### config.mk
export PLATFORM = sky130hd
export DESIGN_NAME = ascii_hex_frame_encoder
export DESIGN_NICKNAME = d
export VERILOG_FILES = /design/src/design/ahfe_pkg.sv /design/src/design/ahfe_front.sv /design/src/design/ahfe_queue.sv /design/src/design/ahfe_back.sv /design/src/design/ascii_hex_frame_encoder.sv
export SDC_FILE = /design/constraint.sdc
export NUM_CORES = 1
export LEC_CHECK = 0
export BUFFER_PORTS_ARGS = -buffer_cell sky130_fd_sc_hd__buf_2
export CAP_MARGIN = 5
export CELL_PAD_IN_SITES_DETAIL_PLACEMENT = 1
export CELL_PAD_IN_SITES_GLOBAL_PLACEMENT = 1
export CORE_MARGIN = 2
export CORE_UTILIZATION = 35
export CTS_BUF_LIST = sky130_fd_sc_hd__clkbuf_8 sky130_fd_sc_hd__clkbuf_16
export DETAILED_ROUTE_END_ITERATION = 16
export HOLD_SLACK_MARGIN = 0.05
export PLACE_DENSITY_LB_ADDON = 0.25
export RECOVER_POWER = 50
export SKIP_CTS_REPAIR_TIMING = 1
export SLEW_MARGIN = 0
export SYNTH_ARGS = -nofsm -noshare
export SYNTH_HDL_FRONTEND = slang
export SYNTH_SLANG_ARGS = --single-unit
### constraint.sdc
create_clock -name clk -period 8.5 [get_ports clk]
set_input_delay 0.85 -clock clk [delete_from_list [all_inputs] [get_ports clk]]
set_output_delay 0.85 -clock clk [all_outputs]
set_load 0.02 [all_outputs]
### src/design/ahfe_pkg.sv
// ----------------------------------------------------------------------------
// ahfe_pkg
// Shared types, constants and character helpers for the ASCII hex frame
// encoder.
// ----------------------------------------------------------------------------
package ahfe_pkg;

  localparam int QUEUE_DEPTH_DEF = 4;

  localparam logic [6:0] FRAME_MAX = 7'd85;
  localparam logic [6:0] FRAME_MIN = 7'd2;

  localparam logic [7:0] CHAR_0 = 8'h30;
  localparam logic [7:0] CHAR_1 = 8'h31;
  localparam logic [7:0] CHAR_2 = 8'h32;
  localparam logic [7:0] CHAR_8 = 8'h38;
  localparam logic [7:0] CHAR_9 = 8'h39;
  localparam logic [7:0] CHAR_A = 8'h41;
  localparam logic [7:0] CHAR_F = 8'h46;

  localparam logic REQ_DATA = 1'b0;
  localparam logic REQ_ACK  = 1'b1;

  // step positions within a data command, header included
  localparam logic [3:0] POS_HDR0 = 4'd0;
  localparam logic [3:0] POS_HDR1 = 4'd1;
  localparam logic [3:0] POS_LENH = 4'd2;
  localparam logic [3:0] POS_LENL = 4'd3;
  localparam logic [3:0] POS_W2   = 4'd4;
  localparam logic [3:0] POS_W1   = 4'd5;
  localparam logic [3:0] POS_W0   = 4'd6;
  localparam logic [3:0] POS_CHKH = 4'd7;
  localparam logic [3:0] POS_CHKL = 4'd8;
  localparam logic [3:0] HDR_BYTES = 4'd4;

  localparam logic [2:0] LAST_ACK  = 3'd7;
  localparam logic [2:0] LAST_HDR  = 3'd6;
  localparam logic [2:0] LAST_CHK  = 3'd4;
  localparam logic [2:0] LAST_WORD = 3'd2;

  typedef struct packed {
    logic        is_ack;
    logic        has_hdr;
    logic [7:0]  hdr_len;
    logic [11:0] word;
    logic        has_chk;
    logic [7:0]  chk;
  } cmd_t;

  function automatic logic [7:0] hex_char(input logic [3:0] nib);
    logic [7:0] ch;
    if (nib <= 4'd9) begin
      ch = CHAR_0 + {4'd0, nib};
    end else begin
      ch = CHAR_A + {4'd0, nib} - 8'd10;
    end
    return ch;
  endfunction

  // "02018001"
  function automatic logic [7:0] ack_char(input logic [2:0] idx);
    logic [7:0] ch;
    case (idx)
      3'd1:    ch = CHAR_2;
      3'd3:    ch = CHAR_1;
      3'd4:    ch = CHAR_8;
      3'd7:    ch = CHAR_1;
      default: ch = CHAR_0;
    endcase
    return ch;
  endfunction

endpackage

### src/design/ahfe_front.sv
// ----------------------------------------------------------------------------
// ahfe_front
// Accepts input words, tracks frame state and turns each word into one
// byte-sequence command for the back end.
// ----------------------------------------------------------------------------
module ahfe_front
  import ahfe_pkg::*;
(
  input  logic        clk,
  input  logic        rst,
  input  logic        in_valid,
  input  logic        in_kind,
  input  logic [11:0] in_word,
  input  logic [6:0]  in_len,
  input  logic        q_full,
  output logic        in_ready,
  output logic        push,
  output cmd_t        cmd
);

  logic [6:0] word_index, word_index_next;
  logic [7:0] char_sum, char_sum_next;
  logic [6:0] frame_length, frame_length_next;

  logic       first;
  logic [6:0] len_clamp;
  logic [6:0] len_use;
  logic [6:0] idx_inc;
  logic [7:0] sum_new;
  logic [7:0] d2, d1, d0;

  assign in_ready = !q_full;
  assign push     = in_valid && in_ready;

  always_comb begin
    first = (word_index == 7'd0);
    if (in_len > FRAME_MAX) begin
      len_clamp = FRAME_MAX;
    end else if (in_len < FRAME_MIN) begin
      len_clamp = FRAME_MIN;
    end else begin
      len_clamp = in_len;
    end
    len_use = first ? len_clamp : frame_length;
    d2 = hex_char(in_word[11:8]);
    d1 = hex_char(in_word[7:4]);
    d0 = hex_char(in_word[3:0]);
    sum_new = (first ? 8'd0 : char_sum) + d2 + d1 + d0;
    idx_inc = word_index + 7'd1;

    cmd.is_ack  = (in_kind == REQ_ACK);
    cmd.has_hdr = first;
    cmd.hdr_len = {1'b0, len_clamp} + {len_clamp, 1'b0};
    cmd.word    = in_word;
    cmd.has_chk = (idx_inc >= len_use);
    cmd.chk     = 8'd0 - sum_new;

    word_index_next   = word_index;
    char_sum_next     = char_sum;
    frame_length_next = frame_length;
    if (push && in_kind == REQ_DATA) begin
      frame_length_next = len_use;
      if (cmd.has_chk) begin
        word_index_next = 7'd0;
        char_sum_next   = 8'd0;
      end else begin
        word_index_next = idx_inc;
        char_sum_next   = sum_new;
      end
    end
  end

  always_ff @(posedge clk) begin
    if (rst) begin
      word_index   <= 7'd0;
      char_sum     <= 8'd0;
      frame_length <= 7'd0;
    end else begin
      word_index   <= word_index_next;
      char_sum     <= char_sum_next;
      frame_length <= frame_length_next;
    end
  end

endmodule

### src/design/ahfe_queue.sv
// ----------------------------------------------------------------------------
// ahfe_queue
// Small command FIFO between front and back end.
// ----------------------------------------------------------------------------
module ahfe_queue
  import ahfe_pkg::*;
#(
  parameter int DEPTH = QUEUE_DEPTH_DEF
) (
  input  logic clk,
  input  logic rst,
  input  logic push,
  input  cmd_t push_cmd,
  input  logic pop,
  output logic full,
  output logic not_empty,
  output cmd_t head
);

  localparam int AW = $clog2(DEPTH);
  localparam int CW = $clog2(DEPTH + 1);

  cmd_t          mem [DEPTH];
  logic [AW-1:0] wr_ptr;
  logic [AW-1:0] rd_ptr;
  logic [CW-1:0] count;

  assign full      = (count == CW'(DEPTH));
  assign not_empty = (count != '0);
  assign head      = mem[rd_ptr];

  always_ff @(posedge clk) begin
    if (push) begin
      mem[wr_ptr] <= push_cmd;
    end
  end

  always_ff @(posedge clk) begin
    if (rst) begin
      wr_ptr <= '0;
      rd_ptr <= '0;
      count  <= '0;
    end else begin
      if (push) begin
        wr_ptr <= wr_ptr + AW'(1);
      end
      if (pop) begin
        rd_ptr <= rd_ptr + AW'(1);
      end
      if (push && !pop) begin
        count <= count + CW'(1);
      end else if (pop && !push) begin
        count <= count - CW'(1);
      end
    end
  end

endmodule

### src/design/ahfe_back.sv
// ----------------------------------------------------------------------------
// ahfe_back
// Steps through one command a byte per cycle, while the output is not stalled, into a registered output word.
// ----------------------------------------------------------------------------
module ahfe_back
  import ahfe_pkg::*;
(
  input  logic       clk,
  input  logic       rst,
  input  logic       q_not_empty,
  input  cmd_t       q_head,
  output logic       pop,
  output logic       out_valid,
  input  logic       out_ready,
  output logic [7:0] out_byte,
  output logic       out_last,
  output logic       out_done
);

  logic       busy;
  cmd_t       cur;
  logic [2:0] step;

  logic       advance;
  logic       at_last;
  logic [2:0] last_step;
  logic [3:0] pos;
  logic [7:0] byte_sel;

  always_comb begin
    if (cur.is_ack) begin
      last_step = LAST_ACK;
    end else if (cur.has_hdr) begin
      last_step = LAST_HDR;
    end else if (cur.has_chk) begin
      last_step = LAST_CHK;
    end else begin
      last_step = LAST_WORD;
    end
    at_last = (step == last_step);
    advance = busy && (!out_valid || out_ready);
    pop     = q_not_empty && (!busy || (advance && at_last));

    pos = {1'b0, step} + (cur.has_hdr ? 4'd0 : HDR_BYTES);
    case (pos)
      POS_HDR0: byte_sel = CHAR_0;
      POS_HDR1: byte_sel = CHAR_2;
      POS_LENH: byte_sel = hex_char(cur.hdr_len[7:4]);
      POS_LENL: byte_sel = hex_char(cur.hdr_len[3:0]);
      POS_W2:   byte_sel = hex_char(cur.word[11:8]);
      POS_W1:   byte_sel = hex_char(cur.word[7:4]);
      POS_W0:   byte_sel = hex_char(cur.word[3:0]);
      POS_CHKH: byte_sel = hex_char(cur.chk[7:4]);
      POS_CHKL: byte_sel = hex_char(cur.chk[3:0]);
      default:  byte_sel = CHAR_0;
    endcase
    if (cur.is_ack) begin
      byte_sel = ack_char(step);
    end
  end

  always_ff @(posedge clk) begin
    if (pop) begin
      cur <= q_head;
    end
    if (advance) begin
      out_byte <= byte_sel;
      out_last <= at_last;
      out_done <= at_last && !cur.is_ack && cur.has_chk;
    end
  end

  always_ff @(posedge clk) begin
    if (rst) begin
      busy      <= 1'b0;
      step      <= 3'd0;
      out_valid <= 1'b0;
    end else begin
      if (advance) begin
        out_valid <= 1'b1;
        step      <= step + 3'd1;
      end else if (out_ready) begin
        out_valid <= 1'b0;
      end
      if (pop) begin
        busy <= 1'b1;
        step <= 3'd0;
      end else if (advance && at_last) begin
        busy <= 1'b0;
      end
    end
  end

endmodule

### src/design/ascii_hex_frame_encoder.sv
// A word's first byte passes through the queue, the back end's command and output
// registers. Throughput: one byte per cycle unless m_tready stalls, set by the
// back end's one-byte output register. A word is 3 digits, plus 4 header bytes
// on a frame's first word, 2 checksum bytes on its last, 8 for an acknowledge.
// Up to QUEUE_DEPTH words are buffered ahead of the back end.
// Reset (rst, synchronous) clears frame state, the queue and the output valid.
// ----------------------------------------------------------------------------
// ascii_hex_frame_encoder
// Encodes 12-bit words into framed ASCII hex with header and checksum.
// ----------------------------------------------------------------------------
module ascii_hex_frame_encoder
  import ahfe_pkg::*;
#(
  parameter int QUEUE_DEPTH = QUEUE_DEPTH_DEF
) (
  input  logic        clk,
  input  logic        rst,
  input  logic        s_tvalid,
  output logic        s_tready,
  input  logic [23:0] s_tdata,   // [11:0] data_word, [18:12] frame_words, rest 0
  input  logic        s_tuser,   // [0] req_type
  output logic        m_tvalid,
  input  logic        m_tready,
  output logic [7:0]  m_tdata,   // [7:0] tx_byte
  output logic        m_tlast,   // last_of_run
  output logic        m_tuser    // [0] frame_done
);

  logic q_full;
  logic q_not_empty;
  logic push;
  logic pop;
  cmd_t cmd;
  cmd_t head;

  ahfe_front u_front (
    .clk      (clk),
    .rst      (rst),
    .in_valid (s_tvalid),
    .in_kind  (s_tuser),
    .in_word  (s_tdata[11:0]),
    .in_len   (s_tdata[18:12]),
    .q_full   (q_full),
    .in_ready (s_tready),
    .push     (push),
    .cmd      (cmd)
  );

  ahfe_queue #(
    .DEPTH (QUEUE_DEPTH)
  ) u_queue (
    .clk       (clk),
    .rst       (rst),
    .push      (push),
    .push_cmd  (cmd),
    .pop       (pop),
    .full      (q_full),
    .not_empty (q_not_empty),
    .head      (head)
  );

  ahfe_back u_back (
    .clk         (clk),
    .rst         (rst),
    .q_not_empty (q_not_empty),
    .q_head      (head),
    .pop         (pop),
    .out_valid   (m_tvalid),
    .out_ready   (m_tready),
    .out_byte    (m_tdata),
    .out_last    (m_tlast),
    .out_done    (m_tuser)
  );

endmodule

==> flow_metrics.py, run 1 <==
metrics = {
    "global_routing": {
        "grtUsageMet3_pct": 3.50,
        "grtUsageTotal_pct": 15.2,
        "grt_pass1_wl_um": 35300,
        "antenna_found_initial": 0,
        "first_global_vias": 6468,
        "grt.overflow.total": 0,
        "grt_max_degree": 41,
        "grt.busiest_layer": "met2",
        "met1_usage_pct": 19.7,
        "grt_util_met2_pct": 25.4,
    },
    "place": {
        "place_area_um2": 10600,
        "place.gp.congestion": 0.811,
        "post-place-cells": 1172,
        "port_buffers": 34,
        "hpwl_um": 15400,
    },
    "cells_and_area": {
        "drive_gt1_share_pct": 11.1,
        "finalNonFillerCells": 1204,
        "area_growth_pct": 12.0,
        "antennaDiodeCount": 0,
        "layout.nets": 914,
        "final_area_um2": 11200,
    },
    "timing": {
        "setup_tns_ns": 0,
        "timing.final.crit_share_pct": 61.2,
        "fin_crit_ns": 5.20,
        "slew_viol_final": 171,
        "holdWs_ns": 0.456,
        "skew_ns": 0.0120,
        "setup_viol": 0,
        "timing.fmax_mhz": 192,
        "max_slew_margin_pct": -87.2,
        "tightest_slew_ns": 2.81,
        "rsz0062_at_grt": "no",
        "hold_viol": 0,
    },
    "logic_synthesis": {
        "avgSynthCellArea_um2": 12.9,
        "synthMuxAreaShare_pct": 8.02,
        "synth-seq-area-share_pct": 56.1,
        "synth_fa_ha_area_share_pct": 10.2,
        "yosys_warnings": 0,
        "syn-cell-area_um2": 9990,
        "ys_ff_latch": 198,
        "synth_ff_type": "edfxtp_1",
        "netlist-cell-type-count": 70,
        "synth_top_family_by_area": "adder cells",
        "synth_edf_count": 164,
        "synth_top_area_cell": "edfxtp_1",
        "yosys.area.top_type_share_pct": 49.3,
        "ys_async_sr_fraction_pct": 0,
        "synth-xor-area-share_pct": 3.07,
        "synth_compound_area_share_pct": 9.92,
        "syn-num-nets": 878,
        "syn_inst": 777,
        "synth-simple-area-share_pct": 8.80,
        "synth.area.top_cells": "edfxtp_1, ha_1, mux4_2",
    },
    "die": {
        "rows": 61,
        "die_y_um": 173,
        "die_w_um": 173,
        "ioPinCount": 41,
        "die_area_um2": 29900,
        "start_util_pct": 35.8,
        "core_area_um2": 27900,
    },
    "drt": {
        "viasPerCell": 5.01,
        "drtAntennaViolNets": 0,
        "wl_um": 21500,
        "wl_per_cell_um": 17.8,
        "drtPass1Iterations": 4,
        "num_vias": 6036,
        "drtIter0Drc": 441,
        "drt_drc_violations_left": 0,
    },
    "setup_path": {
        "worst-r2r-cell-count": 13,
        "r2r_slack_ns": 3.30,
        "worstPathMaxFanout": 21,
        "worst_setup_path_start_kind": "flop",
        "r2r_end": "u_queue.mem[1][7]",
        "r2r-start": "u_front.word_index[2]",
        "path_class": "flop to flop",
        "cp.arrival_ns": 5.37,
        "cp-end-kind": "flop",
        "crit_end": "u_queue.mem[1][7]",
        "cp.required_ns": 8.67,
        "worstSetupStartpoint": "u_front.word_index[2]",
    },
    "clock_network": {
        "numCtsBuffers": 17,
        "clock_sinks": 198,
        "cts_root_buf": "clkbuf_16",
        "path_clk_slew_ns": 0.08,
        "tritoncts": "built",
        "h-tree-depth": 4,
        "ctsLongestPathBuffers": 2,
        "clock_latency_ns": 0.45,
    },
    "power_and_ir_drop": {
        "swShare_pct": 34.9,
        "power.density_nw_per_um2": 309,
        "cellInternalPower_w": 0.00225,
        "p_sw_w": 0.00120,
        "seq_power_share_pct": 43.1,
        "power_leakage_nw": 3.99,
        "pwr-share-comb_pct": 32.6,
        "pwr-share-clk_pct": 24.2,
        "peakVddDrop_v": 0.000149,
        "power_w": 0.00346,
    },
    "run_status": {
        "status": "complete, but fails checks",
        "violations": "max-capacitance violations, max-slew violations",
    },
    "hold_path": {
        "hold_depth": 2,
        "holdCritPathClass": "flop to flop",
    },
    "flow_run": {
        "drv_cap": 5,
    },
}
-- power groups by stage --
| stage | Clock, W | Combinational (W) | Sequential (W) |
|---|---|---|---|
| after floorplan | 0 | 0.000824 | 0.00148 |
| after global placement | 0 | 0.00112 | 0.00150 |
| after detailed placement | 0 | 0.00114 | 0.00151 |
| after CTS | 0.000865 | 0.00115 | 0.00149 |
| after global routing | 0.000898 | 0.00127 | 0.00152 |
| final | 0.000838 | 0.00113 | 0.00149 |
-- stage by stage --
step | utilization (%) | worst slack [ns]
floorplan | - | 3.82
global placement | 38.0 | 3.26
detailed placement | 38.0 | 3.14
CTS | 40.2 | 3.50
global route | 40.0 | 2.98
finish | 40.0 | 3.30
-- cells by family (layout without fill, tap and decap cells) --
group / Yosys count / after routing
AOI/OAI and AO/OA: 152 / 152
xor gates and xnor gates: 35 / 35
adders and majority gates: 72 / 72
buffers and inverters: 101 / 150
DFF: 198 / 198
muxes: 41 / 41
other: 1 / 1
and+or+nand+nor: 177 / 177
-- layer usage --
| metal | part of all wire, % | wire length (um) |
|---|---|---|
| met5 | 0 | 0 |
| met2 | 49 | 10400 |
| met1 | 47 | 10100 |
| met3 | 2.5 | 544 |
| met4 | 1.6 | 346 |
-- synth_stat cells (all sizes together), types with 3 or more instances --
| library cell | number |
|---|---|
| edfxtp | 164 |
| inv | 76 |
| ha | 56 |
| a21oi | 51 |
| nand2 | 44 |
| nor2 | 44 |
| dfxtp | 34 |
| mux4 | 31 |
| o21ai | 30 |
| xnor2 | 24 |
| clkbuf | 18 |
| nand3 | 17 |
| fa | 16 |
| nor3 | 16 |
| and2 | 14 |
| xor2 | 11 |
| a211oi | 9 |
| mux2i | 8 |
| or2 | 8 |
| buf | 7 |
| nor2b | 7 |
| a41oi | 6 |
| a22oi | 5 |
| o21bai | 5 |
| or3 | 5 |
| a21boi | 4 |
| a21o | 4 |
| a31oi | 4 |
| o211ai | 4 |
| o22ai | 4 |
| o32ai | 4 |
| a2111oi | 3 |
| nand2b | 3 |
| nand4 | 3 |
| nor3b | 3 |
-- how the worst min path moves through the flow --
stage / startpoint / end / slack (ns)
after floorplan: u_front.char_sum[1] / u_front.char_sum[1] / 0.43
after global placement: u_front.char_sum[5] / u_front.char_sum[5] / 0.44
after detailed placement: u_front.char_sum[1] / u_front.char_sum[1] / 0.44
after CTS: u_front.char_sum[1] / u_front.char_sum[1] / 0.46
after global routing: u_front.char_sum[2] / u_front.char_sum[2] / 0.48
final: u_front.char_sum[1] / u_front.char_sum[1] / 0.46
-- state kept, by name, summed over array words and instances, names as in the netlist --
name	cells
u_back.out_byte	7
u_front.char_sum	8
u_back.out_valid	1
u_front.frame_length	7
u_back.step	3
u_back.out_done	1
u_queue.wr_ptr	2
u_back.cur	31
u_back.busy	1
u_front.word_index	7
u_queue.mem	124
u_queue.rd_ptr	2
u_queue.count	3
u_back.out_last	1
-- cell usage in the layout, fill, tap and decap left out, drive strengths merged, types with 7 or more instances in the layout --
| cell type | instances |
|---|---|
| nor3 | 16 |
| edfxtp | 164 |
| o21ai | 30 |
| clkbuf | 47 |
| xnor2 | 24 |
| dfxtp | 34 |
| nor2 | 44 |
| mux4 | 31 |
| inv | 83 |
| fa | 16 |
| and2 | 14 |
| mux2i | 8 |
| nand3 | 17 |
| nor2b | 7 |
| or2 | 8 |
| a211oi | 9 |
| a21oi | 51 |
| xor2 | 11 |
| nand2 | 44 |
| ha | 56 |
| buf | 12 |
-- area by class of cell --
| type | count | area, um^2 |
|---|---|---|
| timing repair buffer | 42 | 183 |
| fill | 3003 | 16700 |
| multi-input combinational | 478 | 4010 |
| clock buffer | 17 | 425 |
| tap | 378 | 473 |
| inverter | 76 | 285 |
| clock inverter | 15 | 206 |
| sequential | 198 | 5610 |
-- worst max-delay path: stages, from the launching register on --
cell and delay (ns):
dfxtp_1 0.37, or4_1 0.55, or2_0 0.69, and2_1 0.43, fa_1 0.54, inv_1 0.06, fa_1 0.53, inv_1 0.07
ha_1 0.28, a211oi_1 0.40, or4b_2 0.21, o2111ai_1 0.23, nor4_1 0.39, xnor2_1 0.17
No activity file was read; power rests on OpenSTA's default activity.
==> inputs of run 2 (changes only) <==
==> constraint.sdc (replaced) <==
create_clock -name clk -period 5.3 [get_ports clk]
set_input_delay 0.53 -clock clk [delete_from_list [all_inputs] [get_ports clk]]
set_output_delay 0.53 -clock clk [all_outputs]
set_load 0.02 [all_outputs]
==> run 2 against run 1 <==
  * Final cell count grew 0.17%
  * Sequential cell count is the same
  * Critical path depth shrank 1
  * Register-to-register slack lost 2.7 ns
  * Critical path type unchanged
  * Die area is the same
  * The run still ends with max-capacitance violations, max-slew violations left
  * Sequential power grew 61%
  * Largest cell class unchanged
  * Clock skew shrank 0.0016 ns
  * Global-route usage shrank 0.38 points
==> flow_metrics.py, run 2 (synthesis results as in run 1) <==
metrics = {
    "run_status": {
        "status": "complete, but fails checks",
        "violations": "max-capacitance violations, max-slew violations",
    },
    "drt": {
        "drt_drc_violations_left": 0,
        "num_vias": 6120,
        "wl_per_cell_um": 17.6,
        "drtIter0Drc": 320,
        "viasPerCell": 5.07,
        "wl_um": 21300,
        "drtAntennaViolNets": 0,
        "drtPass1Iterations": 4,
    },
    "timing": {
        "skew_ns": 0.0104,
        "slew_viol_final": 203,
        "hold_viol": 0,
        "setup_tns_ns": 0,
        "tightest_slew_ns": 2.78,
        "timing.fmax_mhz": 212,
        "rsz0062_at_grt": "no",
        "timing.final.crit_share_pct": 89.1,
        "max_slew_margin_pct": -85.3,
        "fin_crit_ns": 4.72,
        "setup_viol": 0,
    },
    "die": {
        "die_y_um": 173,
        "die_w_um": 173,
        "die_area_um2": 29900,
        "ioPinCount": 41,
        "core_area_um2": 27900,
        "rows": 61,
        "start_util_pct": 35.8,
    },
    "setup_path": {
        "critical_path_depth": 12,
        "path_delay_family": "adder cells",
        "path_cells": "or4_1, or2_0, and2_1, fa_1, fa_1, ha_1, fa_1, a211oi_1, nor2_1, xor2_1, nor3_1, xnor2_1",
        "path_class": "flop to flop",
        "worstPathMaxFanout": 7,
        "cp-end-kind": "flop",
        "worst_setup_path_start_kind": "flop",
        "crit_top_cell": "fa_1",
        "cp.arrival_ns": 4.95,
        "critPathSlowestCell": "or4_1",
        "path_buf_inv": 0,
        "worst-r2r-cell-count": 12,
        "cp.required_ns": 5.53,
        "slowest_delay_ns": 0.53,
    },
    "global_routing": {
        "first_global_vias": 6391,
        "grt_max_degree": 41,
        "grt_pass1_wl_um": 34600,
        "antenna_found_initial": 0,
        "grt.overflow.total": 0,
        "grtUsageTotal_pct": 14.8,
    },
    "clock_network": {
        "path_clk_slew_ns": 0.08,
        "h-tree-depth": 4,
        "tritoncts": "built",
        "clock_sinks": 198,
        "ctsLongestPathBuffers": 2,
        "cts_root_buf": "clkbuf_16",
        "clock_latency_ns": 0.43,
        "numCtsBuffers": 17,
    },
    "hold_path": {
        "holdCritPathClass": "primary input to flop",
        "hold_depth": 4,
    },
    "power_and_ir_drop": {
        "pwr-share-clk_pct": 23.1,
        "peakVddDrop_v": 0.000218,
        "seq_power_share_pct": 44.0,
        "cellInternalPower_w": 0.00359,
        "swShare_pct": 34.1,
        "pwr-share-comb_pct": 32.9,
        "p_sw_w": 0.00186,
        "power_leakage_nw": 3.97,
        "power.density_nw_per_um2": 489,
    },
    "cells_and_area": {
        "largest_register_ffs": 124,
        "regMostFlops": "u_queue.mem",
        "most-common-layout-cells": "edfxtp_1, inv_1, ha_1, a21oi_1, nand2_1",
        "fill_cells": 2996,
        "antennaDiodeCount": 0,
        "layout.nets": 916,
        "final_common_cell": "edfxtp_1",
        "reg_top3": "u_queue.mem (124), u_back.cur (31), u_front.char_sum (8)",
        "finalNonFillerCells": 1206,
        "final_area_um2": 11100,
        "drive_gt1_share_pct": 10.9,
        "area_growth_pct": 11.4,
    },
    "place": {
        "place.gp.congestion": 0.805,
        "hpwl_um": 15300,
        "port_buffers": 34,
        "post-place-cells": 1174,
        "place_area_um2": 10600,
    },
    "flow_run": {
        "drv_cap": 6,
    },
}
-- run 2: changes by cell type in the layout (fill, tap and decap cells not counted) --
cell,delta
nor3_1,+1
clkinv_1,+1
buf_4,+1
or4_4,-1
inv_12,-1
clkinv_2,+2
or4_1,+1
inv_1,+1
inv_6,+1
buf_2,+1
clkinv_8,-5
clkinv_4,+1
nor3_2,-1
-- run 2: worst paths after layout --
| kind | start | to | slack (ns) |
|---|---|---|---|
| setup reg to reg | u_front.word_index[2] | u_queue.mem[3][6] | 0.58 |
| setup / recovery | u_front.word_index[2] | u_queue.mem[3][6] | 0.58 |
| hold reg to reg | u_front.char_sum[0] | u_front.char_sum[0] | 0.46 |
| hold / removal | m_tready | u_back.out_valid | 0.41 |
-- run 2: worst reg2reg max path, cell delays in order (launching register included) --
cell      delay, ns
dfxtp_1        0.37
or4_1          0.53
or2_0          0.36
and2_1         0.26
fa_1           0.51
fa_1           0.50
ha_1           0.24
fa_1           0.41
a211oi_1       0.40
nor2_1         0.11
xor2_1         0.41
nor3_1         0.14
xnor2_1        0.29
-- run 2: cell type report --
type / instances / area [um^2] / share of cell area (%)
sequential: 198 / 5610 / 50.4
multi-input combinational: 478 / 4000 / 35.9
tap: 378 / 473 / 4.25
clock buffer: 17 / 425 / 3.82
inverter: 76 / 285 / 2.56
timing repair buffer: 44 / 195 / 1.75
clock inverter: 15 / 144 / 1.29
-- run 2: routing by layer --
metal,GRT usage [%],wire length [um],vias up
met3,2.73,528,15
met1,19.5,9950,3090
met4,3.60,206,0
met2,25.2,10600,67
met5,0,0,-
li1,-,-,2948
-- run 2: power groups by stage --
stage / clock (W) / sequential [W] / combinational, W
floorplan: 0 / 0.00237 / 0.00132
finish: 0.00126 / 0.00240 / 0.00179
global placement: 0 / 0.00242 / 0.00180
global route: 0.00135 / 0.00244 / 0.00201
detailed placement: 0 / 0.00243 / 0.00182
CTS: 0.00129 / 0.00240 / 0.00183
-- run 2: metrics by stage --
stage / hold slack [ns] / util [%] / total power (W) / worst slack (ns)
after floorplan: 0.427 / - / 0.00370 / 0.944
after global placement: 0.436 / 38.0 / 0.00421 / 0.454
after detailed placement: 0.449 / 38.0 / 0.00425 / 0.374
after CTS: 0.352 / 40.0 / 0.00552 / 0.635
after global routing: 0.424 / 39.8 / 0.00581 / 0.274
final: 0.407 / 39.8 / 0.00544 / 0.576
